### src/rtl/transaction_wire_parser_top_defines.svh
// Assertion macros used by the parser state logic (twp_step).
`ifndef TRANSACTION_WIRE_PARSER_TOP_DEFINES_SVH
`define TRANSACTION_WIRE_PARSER_TOP_DEFINES_SVH

// Check a consequence in the same cycle as its condition.
`define TWP_ASSERT_SAME(lbl, ante, cons, msg) \
	lbl: assert property (@(posedge clk) disable iff (!arst_n) (ante) |-> (cons)) \
		else $error(msg);

// Check a consequence in the cycle after its condition.
`define TWP_ASSERT_NEXT(lbl, ante, cons, msg) \
	lbl: assert property (@(posedge clk) disable iff (!arst_n) (ante) |=> (cons)) \
		else $error(msg);

`endif

### src/rtl/twp_pkg.sv
// Types and constants shared by the transaction wire parser.
package twp_pkg;

	localparam int unsigned KEY_BYTES = 32;
	localparam int unsigned SIG_BYTES = 64;

	localparam logic [7:0] VARINT_MASK = 8'h7F;
	localparam logic [7:0] VARINT_MORE = 8'h80;
	localparam logic [7:0] VARINT_TOP  = 8'h03;

	localparam logic [1:0] ST_OK       = 2'd0;
	localparam logic [1:0] ST_TRUNC    = 2'd1;
	localparam logic [1:0] ST_OVERFLOW = 2'd2;

	typedef enum logic [3:0] {
		PH_SIGCOUNT   = 4'd0,
		PH_SIG        = 4'd1,
		PH_HDR0       = 4'd2,
		PH_HDR1       = 4'd3,
		PH_HDR2       = 4'd4,
		PH_KEYCOUNT   = 4'd5,
		PH_KEY        = 4'd6,
		PH_BLOCKHASH  = 4'd7,
		PH_INSTRCOUNT = 4'd8,
		PH_PROGIDX    = 4'd9,
		PH_ACCTCOUNT  = 4'd10,
		PH_ACCTIDX    = 4'd11,
		PH_DATALEN    = 4'd12,
		PH_DATA       = 4'd13,
		PH_TRAILING   = 4'd14,
		PH_DISCARD    = 4'd15
	} phase_t;

	typedef struct packed {
		logic [7:0] in_byte;
		logic       end_of_buffer;
	} byte_req_t;

	typedef struct packed {
		logic [3:0]  byte_kind;
		logic [15:0] item_number;
		logic [15:0] byte_offset;
		logic [15:0] count_value;
		logic        count_valid;
		logic [1:0]  status;
		logic        message_done;
	} label_req_t;

	typedef struct packed {
		phase_t      phase;
		logic [15:0] acc;
		logic [1:0]  vpos;
		logic [15:0] items_left;
		logic [15:0] field_left;
		logic [15:0] item_cnt;
		logic [15:0] byte_cnt;
		logic        err;
		logic        done;
	} parse_state_t;

endpackage

### src/rtl/transaction_wire_parser_top.sv
// Top level of the byte-serial transaction wire parser.
//
//  channel   direction  handshake               payload
//  byte      input      byte_valid/byte_stall   byte_data  (twp_pkg::byte_req_t)
//  label     output     label_valid/label_stall label_data (twp_pkg::label_req_t)
//  cfg       input      cfg_we                  cfg_wdata  (with_signatures)
//
// One byte per cycle unless label_stall holds; labels pass input and result registers.
// The rate is set by the single parser state register, updated once per byte.
// Reset (arst_n low) selects full-transaction mode and starts a new buffer.
// A stall on the label side holds the result register and backs up into byte_stall.
// A cfg write restarts the parser in the new mode.
module transaction_wire_parser_top #(
	parameter int unsigned KEY_SIZE = twp_pkg::KEY_BYTES,
	parameter int unsigned SIG_SIZE = twp_pkg::SIG_BYTES
) (
	input  logic                clk,
	input  logic                arst_n,
	input  logic                byte_valid,
	output logic                byte_stall,
	input  twp_pkg::byte_req_t  byte_data,
	output logic                label_valid,
	input  logic                label_stall,
	output twp_pkg::label_req_t label_data,
	input  logic                cfg_we,
	input  logic                cfg_wdata
);
	import twp_pkg::*;

	logic       advance;
	logic       valid_s1;
	logic       fire;
	byte_req_t  data_s1;
	label_req_t res;

	assign fire = valid_s1 && advance;

	twp_in_stage u_in (
		.clk        (clk),
		.arst_n     (arst_n),
		.byte_valid (byte_valid),
		.byte_stall (byte_stall),
		.byte_data  (byte_data),
		.advance    (advance),
		.valid_s1   (valid_s1),
		.data_s1    (data_s1)
	);

	twp_step #(
		.KEY_SIZE (KEY_SIZE),
		.SIG_SIZE (SIG_SIZE)
	) u_step (
		.clk       (clk),
		.arst_n    (arst_n),
		.cfg_we    (cfg_we),
		.cfg_wdata (cfg_wdata),
		.fire      (fire),
		.data_s1   (data_s1),
		.res       (res)
	);

	twp_out_stage u_out (
		.clk         (clk),
		.arst_n      (arst_n),
		.fire        (fire),
		.res         (res),
		.advance     (advance),
		.label_valid (label_valid),
		.label_stall (label_stall),
		.label_data  (label_data)
	);

endmodule

### src/rtl/twp_in_stage.sv
// Input register stage: captures one byte request per cycle while byte_stall is low.
module twp_in_stage (
	input  logic               clk,
	input  logic               arst_n,
	input  logic               byte_valid,
	output logic               byte_stall,
	input  twp_pkg::byte_req_t byte_data,
	input  logic               advance,
	output logic               valid_s1,
	output twp_pkg::byte_req_t data_s1
);
	import twp_pkg::*;

	logic vld_s1;

	assign byte_stall = vld_s1 && !advance;
	assign valid_s1   = vld_s1;

	always_ff @(posedge clk or negedge arst_n) begin
		if (!arst_n) begin
			vld_s1 <= 1'b0;
		end else if (!byte_stall) begin
			vld_s1 <= byte_valid;
		end
	end

	always_ff @(posedge clk) begin
		if (byte_valid && !byte_stall) begin
			data_s1 <= byte_data;
		end
	end

endmodule

### src/rtl/twp_step.sv
// Parser state and the per-byte labelling logic.
module twp_step #(
	parameter int unsigned KEY_SIZE = twp_pkg::KEY_BYTES,
	parameter int unsigned SIG_SIZE = twp_pkg::SIG_BYTES
) (
	input  logic                clk,
	input  logic                arst_n,
	input  logic                cfg_we,
	input  logic                cfg_wdata,
	input  logic                fire,
	input  twp_pkg::byte_req_t  data_s1,
	output twp_pkg::label_req_t res
);
	import twp_pkg::*;
	`include "transaction_wire_parser_top_defines.svh"

	localparam logic [15:0] KEY_LEN = 16'(KEY_SIZE);
	localparam logic [15:0] SIG_LEN = 16'(SIG_SIZE);

	parse_state_t state_q;
	parse_state_t nx;
	logic         with_sig_q;

	function automatic parse_state_t restart(input logic with_sig);
		parse_state_t s;
		s       = '0;
		s.phase = with_sig ? PH_SIGCOUNT : PH_HDR0;
		return s;
	endfunction

	function automatic parse_state_t finish_msg(input parse_state_t s);
		parse_state_t r;
		r          = s;
		r.done     = 1'b1;
		r.phase    = PH_TRAILING;
		r.byte_cnt = '0;
		return r;
	endfunction

	function automatic parse_state_t end_instr(input parse_state_t s);
		parse_state_t r;
		r            = s;
		r.item_cnt   = s.item_cnt + 16'd1;
		r.items_left = s.items_left - 16'd1;
		if (r.items_left == '0) begin
			r = finish_msg(r);
		end else begin
			r.phase = PH_PROGIDX;
		end
		return r;
	endfunction

	always_comb begin
		logic [7:0]  b;
		logic        vdone;
		logic        vovf;
		logic [15:0] n;

		b     = data_s1.in_byte;
		nx    = state_q;
		res   = '0;
		vdone = 1'b0;
		vovf  = 1'b0;
		n     = '0;
		res.byte_kind = state_q.phase;

		unique case (state_q.phase)
			PH_SIGCOUNT, PH_KEYCOUNT, PH_INSTRCOUNT, PH_ACCTCOUNT, PH_DATALEN: begin
				res.byte_offset = {14'd0, state_q.vpos};
				if (state_q.phase == PH_ACCTCOUNT || state_q.phase == PH_DATALEN) begin
					res.item_number = state_q.item_cnt;
				end
				case (state_q.vpos)
					2'd0: begin
						nx.acc = {8'd0, b & VARINT_MASK};
						if (b < VARINT_MORE) begin
							vdone = 1'b1;
						end else begin
							nx.vpos = 2'd1;
						end
					end
					2'd1: begin
						nx.acc = state_q.acc | {2'd0, b[6:0], 7'd0};
						if (b < VARINT_MORE) begin
							nx.vpos = 2'd0;
							vdone   = 1'b1;
						end else begin
							nx.vpos = 2'd2;
						end
					end
					default: begin
						nx.vpos = 2'd0;
						if (b > VARINT_TOP) begin
							vovf = 1'b1;
						end else begin
							nx.acc = state_q.acc | {b[1:0], 14'd0};
							vdone  = 1'b1;
						end
					end
				endcase
				n = nx.acc;
				if (vovf) begin
					res.status = ST_OVERFLOW;
					nx.err     = 1'b1;
					nx.phase   = PH_DISCARD;
				end else if (vdone) begin
					res.count_valid = 1'b1;
					res.count_value = n;
					case (state_q.phase)
						PH_SIGCOUNT: begin
							nx.items_left = n;
							nx.item_cnt   = '0;
							if (n != '0) begin
								nx.phase      = PH_SIG;
								nx.field_left = SIG_LEN;
								nx.byte_cnt   = '0;
							end else begin
								nx.phase = PH_HDR0;
							end
						end
						PH_KEYCOUNT: begin
							nx.items_left = n;
							nx.item_cnt   = '0;
							nx.field_left = KEY_LEN;
							nx.byte_cnt   = '0;
							nx.phase      = (n != '0) ? PH_KEY : PH_BLOCKHASH;
						end
						PH_INSTRCOUNT: begin
							nx.items_left = n;
							nx.item_cnt   = '0;
							if (n != '0) begin
								nx.phase = PH_PROGIDX;
							end else begin
								nx = finish_msg(nx);
							end
						end
						PH_ACCTCOUNT: begin
							if (n != '0) begin
								nx.phase      = PH_ACCTIDX;
								nx.field_left = n;
								nx.byte_cnt   = '0;
							end else begin
								nx.phase = PH_DATALEN;
							end
						end
						default: begin
							if (n != '0) begin
								nx.phase      = PH_DATA;
								nx.field_left = n;
								nx.byte_cnt   = '0;
							end else begin
								nx = end_instr(nx);
							end
						end
					endcase
				end
			end
			PH_SIG, PH_KEY: begin
				res.item_number = state_q.item_cnt;
				res.byte_offset = state_q.byte_cnt;
				nx.byte_cnt     = state_q.byte_cnt + 16'd1;
				nx.field_left   = state_q.field_left - 16'd1;
				if (nx.field_left == '0) begin
					nx.item_cnt   = state_q.item_cnt + 16'd1;
					nx.items_left = state_q.items_left - 16'd1;
					nx.byte_cnt   = '0;
					if (nx.items_left != '0) begin
						nx.field_left = (state_q.phase == PH_SIG) ? SIG_LEN : KEY_LEN;
					end else if (state_q.phase == PH_SIG) begin
						nx.phase = PH_HDR0;
					end else begin
						nx.phase      = PH_BLOCKHASH;
						nx.field_left = KEY_LEN;
					end
				end
			end
			PH_HDR0: nx.phase = PH_HDR1;
			PH_HDR1: nx.phase = PH_HDR2;
			PH_HDR2: nx.phase = PH_KEYCOUNT;
			PH_BLOCKHASH: begin
				res.byte_offset = state_q.byte_cnt;
				nx.byte_cnt     = state_q.byte_cnt + 16'd1;
				nx.field_left   = state_q.field_left - 16'd1;
				if (nx.field_left == '0) begin
					nx.phase = PH_INSTRCOUNT;
				end
			end
			PH_PROGIDX: begin
				res.item_number = state_q.item_cnt;
				nx.phase        = PH_ACCTCOUNT;
			end
			PH_ACCTIDX, PH_DATA: begin
				res.item_number = state_q.item_cnt;
				res.byte_offset = state_q.byte_cnt;
				nx.byte_cnt     = state_q.byte_cnt + 16'd1;
				nx.field_left   = state_q.field_left - 16'd1;
				if (nx.field_left == '0) begin
					if (state_q.phase == PH_ACCTIDX) begin
						nx.phase = PH_DATALEN;
					end else begin
						nx = end_instr(nx);
					end
				end
			end
			PH_TRAILING: begin
				res.byte_offset = state_q.byte_cnt;
				nx.byte_cnt     = state_q.byte_cnt + 16'd1;
			end
			PH_DISCARD: begin
				res.byte_kind = PH_DISCARD;
			end
		endcase

		// completion is only ever set by the finishing path
		res.message_done = nx.done && !state_q.done;

		if (data_s1.end_of_buffer) begin
			if (!nx.done && !nx.err) begin
				res.status = ST_TRUNC;
			end
			nx = restart(with_sig_q);
		end
	end

	always_ff @(posedge clk or negedge arst_n) begin
		if (!arst_n) begin
			with_sig_q <= 1'b1;
			state_q    <= restart(1'b1);
		end else if (cfg_we) begin
			with_sig_q <= cfg_wdata;
			state_q    <= restart(cfg_wdata);
		end else if (fire) begin
			state_q <= nx;
		end
	end

	`TWP_ASSERT_NEXT(a_eob_restart, fire && data_s1.end_of_buffer,
		state_q.phase == (with_sig_q ? PH_SIGCOUNT : PH_HDR0) && state_q.byte_cnt == '0,
		"parser did not restart after buffer end")
	`TWP_ASSERT_SAME(a_err_discard, state_q.err, state_q.phase == PH_DISCARD,
		"overflow latched outside discard phase")
	`TWP_ASSERT_SAME(a_count_no_ovf, fire, !(res.count_valid && res.status == ST_OVERFLOW),
		"count completed on an overflowing byte")
	`TWP_ASSERT_NEXT(a_done_trailing,
		fire && res.message_done && !data_s1.end_of_buffer && !cfg_we,
		state_q.phase == PH_TRAILING && state_q.done,
		"message completion did not enter trailing phase")

endmodule

### src/rtl/twp_out_stage.sv
// Result register stage: holds one labelled byte until taken.
module twp_out_stage (
	input  logic                clk,
	input  logic                arst_n,
	input  logic                fire,
	input  twp_pkg::label_req_t res,
	output logic                advance,
	output logic                label_valid,
	input  logic                label_stall,
	output twp_pkg::label_req_t label_data
);
	import twp_pkg::*;

	logic       valid_s2;
	label_req_t data_s2;

	// free when empty or when the held request leaves this cycle
	assign advance     = !valid_s2 || !label_stall;
	assign label_valid = valid_s2;
	assign label_data  = data_s2;

	always_ff @(posedge clk or negedge arst_n) begin
		if (!arst_n) begin
			valid_s2 <= 1'b0;
		end else if (advance) begin
			valid_s2 <= fire;
		end
	end

	always_ff @(posedge clk) begin
		if (fire) begin
			data_s2 <= res;
		end
	end

endmodule

### config.mk
export PLATFORM = sky130hd
export DESIGN_NAME = transaction_wire_parser_top
export DESIGN_NICKNAME = d
export VERILOG_FILES = /design/src/rtl/twp_pkg.sv /design/src/rtl/transaction_wire_parser_top.sv /design/src/rtl/twp_in_stage.sv /design/src/rtl/twp_step.sv /design/src/rtl/twp_out_stage.sv
export VERILOG_INCLUDE_DIRS = /design/src /design/src/rtl
export SDC_FILE = /design/constraint.sdc
export NUM_CORES = 1
export LEC_CHECK = 0
export BUFFER_PORTS_ARGS = -buffer_cell sky130_fd_sc_hd__buf_2
export CAP_MARGIN = 40
export CORE_AREA = 3 3 155 157
export DETAILED_ROUTE_END_ITERATION = 10
export DIE_AREA = 0 0 158 160
export GPL_TIMING_DRIVEN = 1
export PLACE_DENSITY = 0.58
export SETUP_SLACK_MARGIN = 0.4
export SYNTH_ARGS = -nofsm -noshare
export SYNTH_HDL_FRONTEND = slang
export SYNTH_SLANG_ARGS = --single-unit
### constraint.sdc
create_clock -name clk -period 6.2 [get_ports clk]
set_clock_uncertainty 0.05 [all_clocks]
set_input_delay 1.24 -clock clk [delete_from_list [all_inputs] [get_ports clk]]
set_output_delay 1.24 -clock clk [all_outputs]
set_load 0.02 [all_outputs]
==> metrics.yaml <==
status:
  outcome: "completed"
drt:
  drt_iter0_drc: 587
  drc: 0
  ant_nets: 0
  vias_per_cell: 5.84
  wl_um: 25100
  first_pass_iters: 5
  wire_per_inst_um: 19.4
  vias: 7559
clocking:
  cts_resized: 0
  clkLatencyLatePin_ns: 0.43
  root_buffer: "clkbuf_16"
  cts.htree.levels: 4
  cts_sinks: 156
  cts.clk_slew.worst_paths_ns: 0.07
  cts_tree: "done"
  cts_hold_buf: 0
  cts_post_setup_buffers_inserted: 0
  cts_buffers: 17
  clock_path_buffers: 2
finish:
  n_fill_cell: 2158
  layout-drive-gt1-share_pct: 16.9
  postLayoutCellArea_sq_mm: 0.0102
  num_antenna_cells: 0
  fin_nets: 1018
  area_growth_syn_to_layout_pct: 13.1
grt:
  grt_use_total_pct: 20.0
  grt_pass1_vias: 7206
  grt_pass1_wl_um: 40100
  grt_max_degree: 60
  grt_overflow: 0
  antenna_found_initial: 0
die:
  die_w_um: 158
  dieArea_sq_mm: 0.0253
  die_y_um: 160
  initial_utilization_pct: 40.0
  io_pins: 73
  placementRows: 55
  core_sq_mm: 0.0226
timing:
  hold_viol_final: 0
  finalSetupTns_ns: 0
  period_needed_ns: 4.76
  post-route-period-util_pct: 76.7
  tightest_slew_ns: 0.827
  setup_viol_count_final: 0
  fmax_mhz: 210
  slew_viol_final: 0
  relSlewSlack_pct: 44.1
  worst_slack_ns: 1.44
  whs_ns: 0.431
  rsz0062_at_grt: "false"
synth:
  synth_seq_cells: 156
  synth_top_area_share_pct: 24.9
  yosys-top-cells-area: "dfrtp_1 25%, edfxtp_1 22%, nand2_1 4.6%"
  yosysSeqAreaShare_pct: 46.7
  synth_largest_area_cell: "dfrtp_1"
  synth.top_cells.by_count: "112 x nand2_1, 100 x nor2_1, 90 x dfrtp_1, 66 x o21ai_0, 65 x edfxtp_1"
  syn_area_sq_mm: 0.00906
  synthDistinctLibCells: 96
  synthCells: 945
  yosysMostFrequentCell: "nand2_1"
  synth_area_per_cell_sq_um: 9.58
  synth_ff_type: "dfrtp_1"
  synth_edf_count: 65
  ys.warnings.count: 0
  async_flop_share_pct: 58.3
  syn_nets: 966
critical_path:
  slowest_delay_ns: 0.78
  path_class: "reg -> reg"
  start_kind: "register"
  required_ns: 6.43
  cp_max_fo: 25
  worst_path_most_repeated_cell: "or2_1"
  worstPathCellList: "or2_1, mux2i_4, o221ai_1, or4_1, nor2b_1, nand4_1, o211ai_4, or2_1, o31ai_1"
  cp.arrival_ns: 4.99
  critPathCaptureType: "register"
  critical-path-slowest-cell: "dfrtp_1"
power_and_ir_drop:
  p_int_uw: 2520
  p_switching_uw: 1990
  switching_share_pct: 44.1
  p_per_area_mw_per_mm2: 440
  vdd_drop_max_mv: 0.183
  leakagePower_uw: 0.00410
  clockPowerShare_pct: 22.6
  seqPwrFrac_pct: 30.5
  pwr-share-comb_pct: 46.9
place:
  gp_congestion: 0.968
  numPortBuffers: 72
  dp_hpwl_um: 17400
  placed_area_sq_mm: 0.00967
  post-place-ws_ns: 1.48
job:
  cap_violations: 0
hold_path:
  min_path_type: "reg -> reg"
-- power groups by stage --
| stage | Sequential, uW | Combinational (uW) | Clock, uW |
|---|---|---|---|
| after floorplan | 1360 | 1570 | 0 |
| after global placement | 1390 | 2080 | 0 |
| after detailed placement | 1390 | 2080 | 0 |
| final | 1380 | 2110 | 1020 |
| after CTS | 1370 | 2090 | 1040 |
| after global routing | 1400 | 2320 | 1090 |
-- critical path: cells and delay by family (launching register included) --
family	cells	cell delay (ns)
DFF	1	0.78
muxes	1	0.41
and+or+nand+nor	5	2.75
AOI/OAI and AO/OA	3	0.61
-- cell usage in the layout, fill, tap and decap left out, drive strengths merged, types with 7 or more instances in the layout --
cell     netlist  routed
edfxtp        65      65
nor4          10      10
o21a          10      10
xnor2         14      14
nor3          19      19
nand4         15      15
a21o           8       8
and2          23      23
nand2b        13      13
buf           19      94
o21ai         71      71
mux2i         13      13
o31ai         31      31
nor2b         30      30
xor2          17      17
dfrtp         90      90
nand3         25      25
and3           7       7
a2bb2oi       13      13
a31oi         11      11
or3           15      15
nand2        112     112
clkbuf        42      18
a21oi         35      35
nor2         100     100
a22o          18      18
o22ai         15      15
inv           16      21
-- through the flow --
step	total power, uW	utilization (%)	std cells
2_1_floorplan	2930	-	945
3_3_place_gp	3470	42.6	1258
3_5_place_dp	3470	42.7	1263
4_1_cts	4500	45.3	1295
5_1_grt	4800	45.3	1295
6_report	4510	45.3	1295
-- flip-flops by register name, summed over array words and instances, names as in the netlist --
register and cells:
u_out.label_valid 1, u_in.valid_s1 1, u_out.label_data 56, u_step.with_sig_q 1, u_step.state_q 88, u_in.data_s1 9
-- worst paths after layout --
check                                                 end  cells past startpoint  slack [ns]                            from
setup / recovery           u_step.state_q[11]$_DFFE_PN0P_                      9        1.44  u_step.state_q[67]$_DFFE_PN0P_
hold / removal             u_step.state_q[82]$_DFFE_PN0P_                      2        0.43  u_step.state_q[82]$_DFFE_PN0P_
setup reg to reg           u_step.state_q[11]$_DFFE_PN0P_                      9        1.44  u_step.state_q[67]$_DFFE_PN0P_
hold reg to reg            u_step.state_q[82]$_DFFE_PN0P_                      2        0.43  u_step.state_q[82]$_DFFE_PN0P_
max in group asynchronous  u_step.state_q[32]$_DFFE_PN0P_                      2        4.21                          arst_n
min in group asynchronous  u_step.state_q[43]$_DFFE_PN0P_                      1        0.71                          arst_n
-- cells by family (layout without fill, tap and decap cells) --
group | Yosys count | in the layout | synth area share, %
and+or+nand+nor | 392 | 392 | 21.7
DFF | 156 | 156 | 46.7
buffers and inverters | 78 | 143 | 3.92
AOI/OAI and AO/OA | 267 | 267 | 22.0
muxes | 15 | 15 | 1.86
xor gates and xnor gates | 31 | 31 | 3.00
adders and majority gates | 6 | 6 | 0.829
-- final cells by class --
cell class | count | area [sq um] | share of cell area (%)
tap | 285 | 357 | 3.48
sequential | 156 | 4230 | 41.3
timing repair buffer | 94 | 524 | 5.12
inverter | 17 | 63.8 | 0.623
multi-input combinational | 711 | 4500 | 43.9
clock buffer | 18 | 439 | 4.29
clock inverter | 14 | 135 | 1.32
-- layer usage --
| metal | share of wire (%) | global-route usage, % | wire length [um] |
|---|---|---|---|
| met1 | 46 | 29.3 | 11500 |
| met2 | 46 | 30.5 | 11600 |
| met3 | 5.7 | 3.28 | 1420 |
| met4 | 2.2 | 6.30 | 552 |
| met5 | 0 | 0 | 0 |
No activity file was read; power rests on OpenSTA's default activity.
